File: src/rtl/arpcr_pkg.sv
// Shared types and constants of the ARP resolver cache.
// Depends on nothing; arpcr_result_buf, the core and the testbench import it.
`timescale 1ns / 1ps

package arpcr_pkg;

  localparam int HANDLE_W = 8;
  localparam int IP_W     = 32;
  localparam int MAC_W    = 48;
  localparam int TIME_W   = 32;
  localparam int RETRY_W  = 4;

  localparam logic [1:0] OP_SEND  = 2'd0;
  localparam logic [1:0] OP_FRAME = 2'd1;
  localparam logic [1:0] OP_TICK  = 2'd2;

  localparam logic [1:0] ACT_TX    = 2'd0;
  localparam logic [1:0] ACT_REQ   = 2'd1;
  localparam logic [1:0] ACT_REPLY = 2'd2;
  localparam logic [1:0] ACT_DROP  = 2'd3;

  localparam logic [1:0] REG_OWN_IP    = 2'd0;
  localparam logic [1:0] REG_RETRY     = 2'd1;
  localparam logic [1:0] REG_EXPIRE    = 2'd2;
  localparam logic [1:0] REG_MAX_RETRY = 2'd3;

  localparam logic [15:0]        RETRY_RESET     = 16'd1000;
  localparam logic [TIME_W-1:0]  EXPIRE_RESET    = 32'd60000;
  localparam logic [RETRY_W-1:0] MAX_RETRY_RESET = 4'd3;

  localparam logic [10:0] MIN_FRAME_LEN = 11'd28;
  localparam logic [15:0] HW_ETHER      = 16'h0001;
  localparam logic [15:0] PROTO_IPV4    = 16'h0800;
  localparam logic [15:0] ADDR_LENS     = 16'h0604;
  localparam logic [15:0] ARP_REQUEST   = 16'd1;
  localparam logic [15:0] ARP_REPLY     = 16'd2;

  typedef struct packed {
    logic [1:0]          action;
    logic [HANDLE_W-1:0] handle;
    logic [MAC_W-1:0]    mac;
    logic [IP_W-1:0]     ip;
  } result_t;

  typedef struct packed {
    logic emit;
    logic finish;
  } rbuf_ctl_t;

  typedef enum logic [4:0] {
    ST_IDLE,
    ST_LK_WAIT,
    ST_LK_CHK,
    ST_SEND_TX,
    ST_SEND_Q,
    ST_EV_WAIT,
    ST_EV_CHK,
    ST_ALLOC_SET,
    ST_ALLOC_REQ,
    ST_REPLY_FILL,
    ST_REQ_ANSWER,
    ST_DRAIN,
    ST_TICK_NEXT,
    ST_TK_WAIT,
    ST_TK_CHK,
    ST_TK_RETRY,
    ST_FINISH
  } state_t;

endpackage

File: src/rtl/arpcr_entry_mem.sv
// Entry record memory: one write port, one registered read port.
// Depends on nothing.
`timescale 1ns / 1ps

module arpcr_entry_mem #(
  parameter int DEPTH = 8,
  parameter int WIDTH = 8,
  localparam int AW = $clog2(DEPTH)
) (
  input  logic             clk,
  input  logic             we,
  input  logic [AW-1:0]    waddr,
  input  logic [WIDTH-1:0] wdata,
  input  logic [AW-1:0]    raddr,
  output logic [WIDTH-1:0] rdata
);

  logic [WIDTH-1:0] mem [DEPTH];

  always_ff @(posedge clk) begin
    if (we) begin
      mem[waddr] <= wdata;
    end
    rdata <= mem[raddr];
  end

endmodule

File: src/rtl/arpcr_result_buf.sv
// Result staging: one held beat plus the output register; marks the final beat.
// Depends on arpcr_pkg.
`timescale 1ns / 1ps

module arpcr_result_buf
  import arpcr_pkg::*;
(
  input  logic      clk,
  input  logic      rst,
  input  rbuf_ctl_t ctl,
  input  result_t   emit_data,
  output logic      room,
  output logic      out_valid,
  input  logic      out_ready,
  output result_t   out_data,
  output logic      out_last
);

  result_t hold;
  logic    hold_valid;
  logic    out_free;
  logic    push;

  assign out_free = !out_valid || out_ready;
  assign room     = !hold_valid || out_free;
  assign push     = hold_valid && (ctl.emit || ctl.finish);

  always_ff @(posedge clk) begin
    if (rst) begin
      hold_valid <= 1'b0;
      out_valid  <= 1'b0;
    end else begin
      if (push) begin
        out_valid <= 1'b1;
      end else if (out_ready) begin
        out_valid <= 1'b0;
      end
      if (ctl.emit) begin
        hold_valid <= 1'b1;
      end else if (ctl.finish) begin
        hold_valid <= 1'b0;
      end
    end
  end

  always_ff @(posedge clk) begin
    if (push) begin
      out_data <= hold;
      out_last <= ctl.finish;
    end
    if (ctl.emit) begin
      hold <= emit_data;
    end
  end

  a_emit_room: assert property (@(posedge clk) disable iff (rst) ctl.emit |-> room)
    else $error("result pushed without room");
  a_finish_room: assert property (@(posedge clk) disable iff (rst) ctl.finish |-> room)
    else $error("item closed without room");
  a_one_cmd: assert property (@(posedge clk) disable iff (rst) !(ctl.emit && ctl.finish))
    else $error("emit and finish together");

endmodule

File: src/rtl/arp_cache_resolver_core.sv
// Top level of the ARP resolver cache: sequencer, flags, allocation order, config.
// Depends on arpcr_pkg, arpcr_entry_mem, arpcr_result_buf.
`timescale 1ns / 1ps

// Channel  Direction  Handshake              Beat
// in       sink       in_valid / in_ready    opcode, time, handle, next hop, ARP fields
// out      source     out_valid / out_ready  action, out_handle, out_mac, out_ip, last
// cfg      sink       cfg_valid / cfg_ready  cfg_index, cfg_data
//
// Send and reply lookups scan the entry memory one entry at a time; a send that
// allocates a new entry also emits its request beat. Eviction frees the oldest entry
// and drops each of its queued handles. A tick visits the live entries in allocation
// order, re-sending requests and freeing entries along with their queued handles.
// A request answer emits a single reply beat.
// Flags sit in flip-flops, so there is no clearing pass after reset. Output stalls hold
// the sequencer.

module arp_cache_resolver_core
  import arpcr_pkg::*;
#(
  parameter int ENTRY_COUNT = 8,
  parameter int QUEUE_DEPTH = 2
) (
  input  logic                clk,
  input  logic                rst,
  input  logic                in_valid,
  output logic                in_ready,
  input  logic [1:0]          opcode,
  input  logic [TIME_W-1:0]   now_ms,
  input  logic [HANDLE_W-1:0] packet_handle,
  input  logic [IP_W-1:0]     dest_ip,
  input  logic [10:0]         frame_length,
  input  logic [15:0]         hw_type,
  input  logic [15:0]         proto_type,
  input  logic [15:0]         addr_lengths,
  input  logic [15:0]         arp_op,
  input  logic [MAC_W-1:0]    sender_mac,
  input  logic [IP_W-1:0]     sender_ip,
  input  logic [IP_W-1:0]     tgt_ip,
  output logic                out_valid,
  input  logic                out_ready,
  output logic [1:0]          action,
  output logic [HANDLE_W-1:0] out_handle,
  output logic [MAC_W-1:0]    out_mac,
  output logic [IP_W-1:0]     out_ip,
  output logic                last,
  input  logic                cfg_valid,
  output logic                cfg_ready,
  input  logic [1:0]          cfg_index,
  input  logic [31:0]         cfg_data
);

  localparam int IW  = $clog2(ENTRY_COUNT);
  localparam int UCW = $clog2(ENTRY_COUNT + 1);
  localparam int CW  = $clog2(QUEUE_DEPTH + 1);
  localparam int QIW = (QUEUE_DEPTH > 1) ? $clog2(QUEUE_DEPTH) : 1;

  typedef logic [QUEUE_DEPTH-1:0][HANDLE_W-1:0] hq_t;

  typedef struct packed {
    logic [IP_W-1:0]    ip;
    logic [MAC_W-1:0]   mac;
    logic [TIME_W-1:0]  stamp;
    logic [RETRY_W-1:0] retries;
    logic [CW-1:0]      count;
    hq_t                handles;
  } rec_t;

  localparam int REC_W = $bits(rec_t);

  logic [IP_W-1:0]    own_ip;
  logic [15:0]        retry_ms;
  logic [TIME_W-1:0]  expire_ms;
  logic [RETRY_W-1:0] max_retries;

  state_t state, state_next;
  state_t ret_state, ret_state_next;
  logic [IW-1:0]  cur_idx, cur_idx_next;
  logic [UCW-1:0] pos, pos_next;
  logic [UCW-1:0] used_count, used_count_next;
  logic [CW-1:0]  qi, qi_next;
  logic           reply_mode, reply_mode_next;
  logic [1:0]     drain_act, drain_act_next;
  logic [MAC_W-1:0] drain_mac, drain_mac_next;
  rec_t           rec, rec_next;
  logic [ENTRY_COUNT-1:0] in_use, in_use_next;
  logic [ENTRY_COUNT-1:0] resolved, resolved_next;
  logic [IW-1:0]  order [ENTRY_COUNT];
  logic [IW-1:0]  order_next [ENTRY_COUNT];

  logic [IP_W-1:0]     key;
  logic [TIME_W-1:0]   now_q;
  logic [HANDLE_W-1:0] handle_q;
  logic [MAC_W-1:0]    smac_q;

  logic             mem_we;
  logic [IW-1:0]    mem_waddr;
  rec_t             mem_wdata;
  logic [REC_W-1:0] mem_rbits;
  rec_t             mem_rdata;

  rbuf_ctl_t ctl;
  result_t   emit_data;
  result_t   out_res;
  logic      room;

  logic          accept;
  logic          hdr_ok;
  logic          reply_ok;
  logic          request_ok;
  logic [IW-1:0] free_e;

  assign in_ready  = (state == ST_IDLE);
  assign cfg_ready = 1'b1;
  assign accept    = in_valid && in_ready;
  assign mem_rdata = rec_t'(mem_rbits);

  assign hdr_ok = (frame_length >= MIN_FRAME_LEN) && (hw_type == HW_ETHER) &&
                  (proto_type == PROTO_IPV4) && (addr_lengths == ADDR_LENS);
  assign reply_ok = hdr_ok && (arp_op == ARP_REPLY) && (sender_ip != tgt_ip) &&
                    (tgt_ip == own_ip);
  assign request_ok = hdr_ok && (arp_op == ARP_REQUEST) && (sender_ip != '0) &&
                      (sender_ip != tgt_ip) && (tgt_ip == own_ip);

  always_comb begin
    free_e = '0;
    for (int i = ENTRY_COUNT - 1; i >= 0; i--) begin
      if (!in_use[i]) begin
        free_e = IW'(i);
      end
    end
  end

  arpcr_entry_mem #(
    .DEPTH(ENTRY_COUNT),
    .WIDTH(REC_W)
  ) u_mem (
    .clk  (clk),
    .we   (mem_we),
    .waddr(mem_waddr),
    .wdata(mem_wdata),
    .raddr(cur_idx),
    .rdata(mem_rbits)
  );

  arpcr_result_buf u_rbuf (
    .clk      (clk),
    .rst      (rst),
    .ctl      (ctl),
    .emit_data(emit_data),
    .room     (room),
    .out_valid(out_valid),
    .out_ready(out_ready),
    .out_data (out_res),
    .out_last (last)
  );

  assign action     = out_res.action;
  assign out_handle = out_res.handle;
  assign out_mac    = out_res.mac;
  assign out_ip     = out_res.ip;

  always_ff @(posedge clk) begin
    if (rst) begin
      own_ip      <= '0;
      retry_ms    <= RETRY_RESET;
      expire_ms   <= EXPIRE_RESET;
      max_retries <= MAX_RETRY_RESET;
    end else if (cfg_valid) begin
      unique case (cfg_index)
        REG_OWN_IP:    own_ip      <= cfg_data;
        REG_RETRY:     retry_ms    <= cfg_data[15:0];
        REG_EXPIRE:    expire_ms   <= cfg_data;
        REG_MAX_RETRY: max_retries <= cfg_data[RETRY_W-1:0];
      endcase
    end
  end

  always_ff @(posedge clk) begin
    if (accept) begin
      key      <= (opcode == OP_SEND) ? dest_ip : sender_ip;
      now_q    <= now_ms;
      handle_q <= packet_handle;
      smac_q   <= sender_mac;
    end
    rec       <= rec_next;
    drain_mac <= drain_mac_next;
  end

  always_ff @(posedge clk) begin
    if (rst) begin
      state      <= ST_IDLE;
      ret_state  <= ST_IDLE;
      cur_idx    <= '0;
      pos        <= '0;
      used_count <= '0;
      qi         <= '0;
      reply_mode <= 1'b0;
      drain_act  <= ACT_DROP;
      in_use     <= '0;
      resolved   <= '0;
      for (int i = 0; i < ENTRY_COUNT; i++) begin
        order[i] <= '0;
      end
    end else begin
      state      <= state_next;
      ret_state  <= ret_state_next;
      cur_idx    <= cur_idx_next;
      pos        <= pos_next;
      used_count <= used_count_next;
      qi         <= qi_next;
      reply_mode <= reply_mode_next;
      drain_act  <= drain_act_next;
      in_use     <= in_use_next;
      resolved   <= resolved_next;
      order      <= order_next;
    end
  end

  always_comb begin
    rec_t            wrec;
    logic            do_free;
    logic [UCW-1:0]  free_pos;
    logic [TIME_W-1:0] elapsed;

    wrec            = rec;
    do_free         = 1'b0;
    free_pos        = pos;
    elapsed         = now_q - mem_rdata.stamp;
    state_next      = state;
    ret_state_next  = ret_state;
    cur_idx_next    = cur_idx;
    pos_next        = pos;
    used_count_next = used_count;
    qi_next         = qi;
    reply_mode_next = reply_mode;
    drain_act_next  = drain_act;
    drain_mac_next  = drain_mac;
    rec_next        = rec;
    in_use_next     = in_use;
    resolved_next   = resolved;
    order_next      = order;
    mem_we          = 1'b0;
    mem_waddr       = cur_idx;
    mem_wdata       = rec;
    ctl             = '0;
    emit_data       = '0;

    unique case (state)
      ST_IDLE: begin
        if (accept) begin
          cur_idx_next = '0;
          pos_next     = '0;
          priority if (opcode == OP_SEND) begin
            reply_mode_next = 1'b0;
            state_next      = ST_LK_WAIT;
          end else if (opcode == OP_FRAME && reply_ok) begin
            reply_mode_next = 1'b1;
            state_next      = ST_LK_WAIT;
          end else if (opcode == OP_FRAME && request_ok) begin
            state_next = ST_REQ_ANSWER;
          end else if (opcode == OP_TICK) begin
            state_next = ST_TICK_NEXT;
          end else begin
            state_next = ST_FINISH;
          end
        end
      end

      ST_LK_WAIT: state_next = ST_LK_CHK;

      ST_LK_CHK: begin
        rec_next = mem_rdata;
        priority if (in_use[cur_idx] && mem_rdata.ip == key) begin
          if (reply_mode) begin
            state_next = resolved[cur_idx] ? ST_FINISH : ST_REPLY_FILL;
          end else begin
            state_next = resolved[cur_idx] ? ST_SEND_TX : ST_SEND_Q;
          end
        end else if (cur_idx == IW'(ENTRY_COUNT - 1)) begin
          priority if (reply_mode) begin
            state_next = ST_FINISH;
          end else if (used_count == UCW'(ENTRY_COUNT)) begin
            cur_idx_next = order[0];
            state_next   = ST_EV_WAIT;
          end else begin
            state_next = ST_ALLOC_SET;
          end
        end else begin
          cur_idx_next = cur_idx + 1'b1;
          state_next   = ST_LK_WAIT;
        end
      end

      ST_SEND_TX: begin
        if (room) begin
          ctl.emit         = 1'b1;
          emit_data.action = ACT_TX;
          emit_data.handle = handle_q;
          emit_data.mac    = rec.mac;
          state_next       = ST_FINISH;
        end
      end

      ST_SEND_Q: begin
        if (rec.count >= CW'(QUEUE_DEPTH)) begin
          if (room) begin
            ctl.emit         = 1'b1;
            emit_data.action = ACT_DROP;
            emit_data.handle = rec.handles[0];
            for (int i = 0; i < QUEUE_DEPTH - 1; i++) begin
              wrec.handles[i] = rec.handles[i + 1];
            end
            wrec.handles[QUEUE_DEPTH-1] = handle_q;
            wrec.count = CW'(QUEUE_DEPTH);
            mem_we     = 1'b1;
            mem_wdata  = wrec;
            state_next = ST_FINISH;
          end
        end else begin
          wrec.handles[rec.count[QIW-1:0]] = handle_q;
          wrec.count = rec.count + 1'b1;
          mem_we     = 1'b1;
          mem_wdata  = wrec;
          state_next = ST_FINISH;
        end
      end

      ST_EV_WAIT: state_next = ST_EV_CHK;

      ST_EV_CHK: begin
        rec_next       = mem_rdata;
        do_free        = 1'b1;
        free_pos       = '0;
        qi_next        = '0;
        drain_act_next = ACT_DROP;
        drain_mac_next = '0;
        ret_state_next = ST_ALLOC_SET;
        state_next     = ST_DRAIN;
      end

      ST_ALLOC_SET: begin
        wrec.ip         = key;
        wrec.stamp      = now_q;
        wrec.retries    = '0;
        wrec.count      = CW'(1);
        wrec.handles[0] = handle_q;
        mem_we          = 1'b1;
        mem_waddr       = free_e;
        mem_wdata       = wrec;
        in_use_next[free_e]   = 1'b1;
        resolved_next[free_e] = 1'b0;
        order_next[used_count[IW-1:0]] = free_e;
        used_count_next = used_count + 1'b1;
        state_next      = ST_ALLOC_REQ;
      end

      ST_ALLOC_REQ: begin
        if (room) begin
          ctl.emit         = 1'b1;
          emit_data.action = ACT_REQ;
          emit_data.ip     = key;
          state_next       = ST_FINISH;
        end
      end

      ST_REPLY_FILL: begin
        wrec.mac   = smac_q;
        wrec.stamp = now_q;
        wrec.count = '0;
        mem_we     = 1'b1;
        mem_wdata  = wrec;
        resolved_next[cur_idx] = 1'b1;
        qi_next        = '0;
        drain_act_next = ACT_TX;
        drain_mac_next = smac_q;
        ret_state_next = ST_FINISH;
        state_next     = ST_DRAIN;
      end

      ST_REQ_ANSWER: begin
        if (room) begin
          ctl.emit         = 1'b1;
          emit_data.action = ACT_REPLY;
          emit_data.mac    = smac_q;
          emit_data.ip     = key;
          state_next       = ST_FINISH;
        end
      end

      ST_DRAIN: begin
        if (qi < rec.count) begin
          if (room) begin
            ctl.emit         = 1'b1;
            emit_data.action = drain_act;
            emit_data.handle = rec.handles[qi[QIW-1:0]];
            emit_data.mac    = drain_mac;
            qi_next          = qi + 1'b1;
          end
        end else begin
          state_next = ret_state;
        end
      end

      ST_TICK_NEXT: begin
        if (pos < used_count) begin
          cur_idx_next = order[pos[IW-1:0]];
          state_next   = ST_TK_WAIT;
        end else begin
          state_next = ST_FINISH;
        end
      end

      ST_TK_WAIT: state_next = ST_TK_CHK;

      ST_TK_CHK: begin
        rec_next   = mem_rdata;
        state_next = ST_TICK_NEXT;
        priority if (resolved[cur_idx]) begin
          if (elapsed > expire_ms) begin
            do_free = 1'b1;
          end else begin
            pos_next = pos + 1'b1;
          end
        end else if (elapsed > {16'd0, retry_ms}) begin
          if (mem_rdata.retries < max_retries) begin
            state_next = ST_TK_RETRY;
          end else begin
            do_free = 1'b1;
          end
        end else begin
          pos_next = pos + 1'b1;
        end
        if (do_free) begin
          qi_next        = '0;
          drain_act_next = ACT_DROP;
          drain_mac_next = '0;
          ret_state_next = ST_TICK_NEXT;
          state_next     = ST_DRAIN;
        end
      end

      ST_TK_RETRY: begin
        if (room) begin
          ctl.emit         = 1'b1;
          emit_data.action = ACT_REQ;
          emit_data.ip     = rec.ip;
          wrec.retries     = rec.retries + 1'b1;
          wrec.stamp       = now_q;
          mem_we           = 1'b1;
          mem_wdata        = wrec;
          pos_next         = pos + 1'b1;
          state_next       = ST_TICK_NEXT;
        end
      end

      ST_FINISH: begin
        if (room) begin
          ctl.finish = 1'b1;
          state_next = ST_IDLE;
        end
      end

      default: state_next = ST_IDLE;
    endcase

    if (do_free) begin
      in_use_next[order[free_pos[IW-1:0]]]   = 1'b0;
      resolved_next[order[free_pos[IW-1:0]]] = 1'b0;
      for (int i = 0; i < ENTRY_COUNT - 1; i++) begin
        if (UCW'(i) >= free_pos) begin
          order_next[i] = order[i + 1];
        end
      end
      used_count_next = used_count - 1'b1;
    end
  end

  a_used_bound: assert property (@(posedge clk) disable iff (rst)
    used_count <= UCW'(ENTRY_COUNT))
    else $error("allocation count past table size");
  a_used_match: assert property (@(posedge clk) disable iff (rst)
    $countones(in_use) == int'(used_count))
    else $error("in-use flags disagree with allocation count");
  a_accept_busy: assert property (@(posedge clk) disable iff (rst)
    accept |=> state != ST_IDLE)
    else $error("accepted beat not taken up");

endmodule

File: config.mk
export PLATFORM = sky130hd
export DESIGN_NAME = arp_cache_resolver_core
export DESIGN_NICKNAME = d
export VERILOG_FILES = /design/src/rtl/arpcr_pkg.sv /design/src/rtl/arpcr_entry_mem.sv /design/src/rtl/arpcr_result_buf.sv /design/src/rtl/arp_cache_resolver_core.sv
export SDC_FILE = /design/constraint.sdc
export NUM_CORES = 2
export LEC_CHECK = 0
export ABC_AREA = 1
export BUFFER_PORTS_ARGS = -buffer_cell sky130_fd_sc_hd__clkbuf_2
export CAP_MARGIN = 20
export CORE_MARGIN = 4
export CORE_UTILIZATION = 56
export CTS_CLUSTER_DIAMETER = 80
export DETAILED_ROUTE_END_ITERATION = 16
export PLACE_DENSITY = 0.77
export SKIP_LAST_GASP = 1
export SYNTH_ARGS = -nofsm -noshare
export SYNTH_HDL_FRONTEND = slang
export SYNTH_HIERARCHICAL = 1
export SYNTH_SLANG_ARGS = --single-unit
export TNS_END_PERCENT = 30
File: constraint.sdc
create_clock -name clk -period 8.61 [get_ports clk]
set_clock_uncertainty 0.1 [all_clocks]
set_input_delay 0.861 -clock clk [delete_from_list [all_inputs] [get_ports clk]]
set_output_delay 0.861 -clock clk [all_outputs]
set_load 0.1 [all_outputs]
# Word level (Yosys, flattened, before mapping)
# Memory sizes are Yosys's and may differ from the RTL's. A register that Yosys moved wholly into a read port is not among the register bits.
# Index checks and enable logic that the tools add are counted.
# W data, S select, Z words.
[classes] muxes=135 n_addsub=8 n_eq_ne=44 bitwise=10 shift=0 magnitude_cmp=27 reduce_logical=53 multipliers=0 div_mod_pow=0
[op_table] cell="$pmux W134 S4" n=1
[op_table] cell="$pmux W48 S3" n=2
[op_table] cell="$mux W58" n=2
[op_table] cell="$mux W32" n=3
[op_table] cell="$pmux W32 S3" n=1
[op_table] cell="$mux W5" n=18
[op_table] cell="$mux W3" n=28
[op_table] cell="$mux W80" n=1
[op_table] cell="$pmux W5 S14" n=1
[op_table] cell="$eq A32 B32 Y1" n=2
[op_table] cell="$mux W56" n=1
[op_table] cell="$mux W54" n=1
[op_table] cell="$mux W48" n=1
[op_table] cell="$mux W8" n=6
[op_table] cell="$eq A5 B4 Y1 const B" n=8
[op_table] cell="$mux W18" n=2
[op_table] cell="$eq A16 B1 Y1 const B" n=2
[op_table] cell="$gt A32 B16 Y1" n=1
[op_table] cell="$gt A32 B32 Y1" n=1
[op_table] cell="$mux W4" n=8
[op_table] cell="$ne A32 B32 Y1" n=1
[op_table] cell="$reduce_bool A32 Y1" n=1
[op_table] cell="$sub A32 B32 Y32" n=1
[op_table] cell="$and A8 B8 Y8" n=3
[op_table] cell="70 further kinds" n=181
[totals] input_bits=300 rom_bits=0 mem_bits_rw=1072 regBits=635 memories=1 latch_bits=0 output_inout_bits=94
[mem_list] memory="u_mem.mem" depth=8 width=134 rd=1 rd_ports_with_merged_regs=1 write_ports=1 line="arpcr_entry_mem.sv:18" text="logic [WIDTH-1:0] mem [DEPTH];"

# Logic depth before layout (Yosys ltp)
[logic_depth] word_depth=17 ltp_mapped=36

# Modules after synthesis
# The synthesis kept the hierarchy.
[modules_own_cells] module="arpcr_entry_mem" area_each_um2=49194.7 cells_each=4783 instances=1
[modules_own_cells] module="arp_cache_resolver_core" area_each_um2=25520.7 cells_each=3131 instances=1
[modules_own_cells] module="arpcr_result_buf" area_each_um2=5521.5 cells_each=192 instances=1

# Worst setup path after synthesis
# Ideal clock, no wire load.
[synth_path] path_type="input-to-reg" startpoint="in out_ready" endpoint="mem u_mem/mem[1][0] in the netlist's numbering (enable)" setup_ps=630 path_stages=10 required_ps=7880 arrival_ps=7532 n_path_buf=2 slack_ps=348 cell_sequence="inv_1 nand3_1 clkbuf_1 inv_1 nor2_1 nor2_1 clkbuf_1 o21ai_0 nand2_1 nor2_1"
[synth_via] elab_chain_cells=7
[synth_lines] element="start: declaration" line="arp_cache_resolver_core.sv:41" text="input logic out_ready,"
[synth_lines] element="$logic_or A1 B1 Y1 (*)" line="arpcr_result_buf.sv:24" text="assign out_free = !out_valid || out_ready;"
[synth_lines] element="$logic_or A1 B1 Y1 (*)" line="arpcr_result_buf.sv:25" text="assign room = !hold_valid || out_free;"
[synth_lines] element="named net room" line="arp_cache_resolver_core.sv:105" text="logic room;"
[synth_lines] element="$mux W1 (*)" line="arp_cache_resolver_core.sv:307, arp_cache_resolver_core.sv:444"
[synth_lines] element="$mux W1" line="arp_cache_resolver_core.sv:306" text="if (rec.count >= CW'(QUEUE_DEPTH)) begin"
[synth_lines] element="$pmux W1 S3 (*)" line="arp_cache_resolver_core.sv:249" text="unique case (state)"
[synth_lines] element="named net mem_we" line="arp_cache_resolver_core.sv:96" text="logic mem_we;"
[synth_lines] element="$mux W1 (*)" line="arpcr_entry_mem.sv:21" text="if (we) begin"
[synth_lines] element="$mux W1 (not written as such) (*)" line="arpcr_entry_mem.sv:22" text="mem[waddr] <= wdata;"
[synth_lines] element="end: declaration" line="arpcr_entry_mem.sv:18"
# The timed path passes the listed nets; every way through them passes the cells marked *.

# Worst setup path in the final report
[layout_path] startpoint="reg now_q[0]" endpoint="reg used_count[3]"
[layout_via] elab_chain_cells=7
[layout_lines] element="start: declaration" line="arp_cache_resolver_core.sv:92" text="logic [TIME_W-1:0] now_q;"
[layout_lines] element="start signal: assignment" line="arp_cache_resolver_core.sv:182" text="now_q <= now_ms;"
[layout_lines] element="$sub A32 B32 Y32 (*)" line="arp_cache_resolver_core.sv:229" text="elapsed = now_q - mem_rdata.stamp;"
[layout_lines] element="$gt A32 B16 Y1 or $gt A32 B32 Y1 (tied branches)" line="arp_cache_resolver_core.sv:425, arp_cache_resolver_core.sv:420"
[layout_lines] element="$mux W1 (on tied branches)" line="arp_cache_resolver_core.sv:425, arp_cache_resolver_core.sv:420"
[layout_lines] element="$mux W1 (*)" line="arp_cache_resolver_core.sv:419" text="priority if (resolved[cur_idx]) begin"
[layout_lines] element="$mux W1 (*)" line="arp_cache_resolver_core.sv:249"
[layout_lines] element="$pmux W1 S2 (*)" line="arp_cache_resolver_core.sv:249"
[layout_lines] element="$mux W4 or $reduce_bool A2 Y1 (tied branches)"
[layout_lines] element="end signal: assignment" line="arp_cache_resolver_core.sv:210" text="used_count <= used_count_next;"
[layout_lines] element="end: declaration" line="arp_cache_resolver_core.sv:80" text="logic [UCW-1:0] used_count, used_count_next;"
# Every way passes the cells marked *; elsewhere a longest branch is shown, timed or not. The select of a mux whose other input is x is not followed.
# A chain may end at the register's enable or synchronous reset.

==> impl_metrics.toml <==
[finish]
drive_above_1_share = 0.0974
areaGrowthSynthToFinish_pct = 12.4
fin_util = 0.635
nets = 8835
multi_input_area_um2 = 20700
register_area_um2 = 52400
nFillCells = 10800
finalInstanceArea_um2 = 90200

[min_path]
hold_path_class = "in2reg"

[timing]
worst_pin_slew_ps = 1170
rsz0062_at_grt = "no"
fin_hold_ws_ps = 112
slew_viol_final = 0
finalHoldViolations = 0
max_freq_ghz = 0.167
setup_tns_ps = 0
relSlewSlack = 0.219
setup_viol_count_final = 0
fin_crit_ps = 6000
post-route-period-util = 0.696

[floorplanning]
core_area_um2 = 142000
die_x_um = 387
die-area_um2 = 149000
row_count = 138
initial_core_util = 0.565
die_h_um = 387
pin_count = 394

[synthesis]
yosys.area.top_type_share = 0.582
netlist_top_cells_count = "nand2_1, edfxtp_1, inv_1"
synthCells = 8106
syn_avg_cell_area_um2 = 9.90
synth_fp_nets = 8503
synthArstFlopShare = 0
ys_ff_latch = 1839
synth_area_leaders = "edfxtp_1, nand2_1, inv_1"
yosysSeqAreaShare = 0.653
synth_warnings = 6
synth_area_um2 = 80200
synth-edff-count = 1555
yosysTopAreaCell = "edfxtp_1"
ys.flop_type = "edfxtp_1"
yosysMostFrequentCell = "nand2_1"
synth_cell_type_count = 58

[grt]
grt_max_degree = 205
grt_pass1_vias = 56200
gr-total-overflow = 0
track_usage = 0.281
grt_use_met3 = 0.0640
use_met1 = 0.372
grtUsageMet2 = 0.447
antenna_found_initial = 22
busiest_layer = "met2"
grt_first_pass_wirelength_mm = 324

[route]
via_per_inst = 5.51
wl_per_cell_um = 20.5
wl_mm = 215
drc_errors = 0
drtIter0Drc = 6537
dr.pass1.iters = 6
ant_nets = 0
vias = 57900

[clock_network]
ctsHoldBuffers = 0
cts_buffers = 184
h-tree-depth = 4
cts.reportedPaths.clkPinSlew_ps = 60
cts_buffer_depth = 3
clkSinkCount = 1839
root_buffer = "clkbuf_16"
cts_tree = "done"
post_cts_resized = 0
cts_setup_buffers = 0
clk_latency_ps = 810

[outcome]
status = "finished clean"

[power]
max-vdd-ir-drop_mv = 0.257
leakagePower_nw = 39.4
cellPowerDensity_nw_per_um2 = 261
power.total_mw = 23.5

[setup_path]
slowest_stage = "fa_1"
critPathKind = "reg2reg"
worstPathRequired_ps = 9190
crit_path_start_kind = "flop"
end_kind = "flop"
cp_common_cell = "nand2_1"
cp_max_fo = 42
max_stage_delay_ps = 450
cp.arrival_ps = 6570

[job]
drv_cap = 0

[placed_design]
io_buffer_count = 390
placed_area_um2 = 83800
routabilityCongestion = 0.963
dp_hpwl_mm = 129
[placed cells by master (no fill, tap or decap), drive strengths merged, types with 34 or more instances in the layout]
cell	Yosys	final
clkinv	2	62
ha	95	95
o211ai	37	37
xnor2	46	46
clkbuf	133	652
edfxtp	1555	1555
o31ai	42	42
a22oi	43	43
o21ai	324	324
nand4	46	46
inv	1548	1552
nor2	253	253
nand2	2441	2441
nand3	661	661
xor2	34	34
dfxtp	284	284
buf	183	70
a21oi	173	173
[flip-flops by register name (all words and copies together) (netlist names), 3 cells and up, named ones only]
name             count
u_mem/mem         1072
rec                134
u_mem/rdata        134
u_rbuf/hold         90
u_rbuf/out_data     90
drain_mac           48
smac_q              48
expire_ms           32
key                 32
now_q               32
own_ip              32
order               21
retry_ms            16
handle_q             8
in_use               8
resolved             8
state                5
max_retries          4
pos                  4
ret_state            4
used_count           4
cur_idx              3
[power breakdown]
part	switching [mW]	total (mW)	internal [mW]	leakage, nW
Clock	3.39	8.13	4.74	3.03
Combinational	3.27	4.66	1.39	19.8
Sequential	0.316	10.7	10.4	16.6
Total	6.97	23.5	16.5	39.4
[final cells by class]
class                           instances  area share
Antenna cell                           16    0.000444
Clock buffer                          260      0.0576
Clock inverter                         82      0.0113
Inverter                             1550      0.0648
Multi-Input combinational cell       4401       0.229
Sequential cell                      1839       0.581
Tap cell                             1890      0.0262
Timing Repair Buffer                  462      0.0293
[metal layers]
metal	part of all wire	wire length (um)
met1	0.39	83200
met2	0.46	100000
met3	0.11	22900
met4	0.043	9150
met5	0.00032	68
[logic make-up (layout without fill, tap and decap cells)]
group	after synthesis	after routing	synth area share
flip-flops	1839	1839	0.653
buffers and inverters	1866	2354	0.0907
other	1	17	0.0000467
XOR/XNOR	80	80	0.00873
adder cells (fa/ha/maj)	97	97	0.0153
multiplexers	12	12	0.00168
AO/OA/AOI/OAI	705	705	0.0513
AND/OR/NAND/NOR	3506	3506	0.179
[critical path, delay by kind of cell, from the launching register on]
family	cells	cell delay [ps]
flip-flops	1	350
buffers and inverters	4	530
adder cells (fa/ha/maj)	4	1280
AND/OR/NAND/NOR	22	3190
AO/OA/AOI/OAI	2	390
[final timing paths]
| check | cells past startpoint | from | slack, ps | to |
|---|---|---|---|---|
| worst max-delay path | 32 | now_q[0] | 2610 | used_count[3] |
| worst min register to register | 0 | u_mem/rdata[54] | 300 | rec[54] |
| worst min-delay path | 1 | packet_handle[0] | 110 | handle_q[0] |
| worst max register to register | 32 | now_q[0] | 2610 | used_count[3] |
[through the flow]
stage	setup WS, ps	std cells
finish	2610	10500
global route	2080	10500
CTS	2640	10500
detailed placement	2670	10100
global placement	2710	10100
floorplan	348	8106
Power figures use the tool's default switching activity.
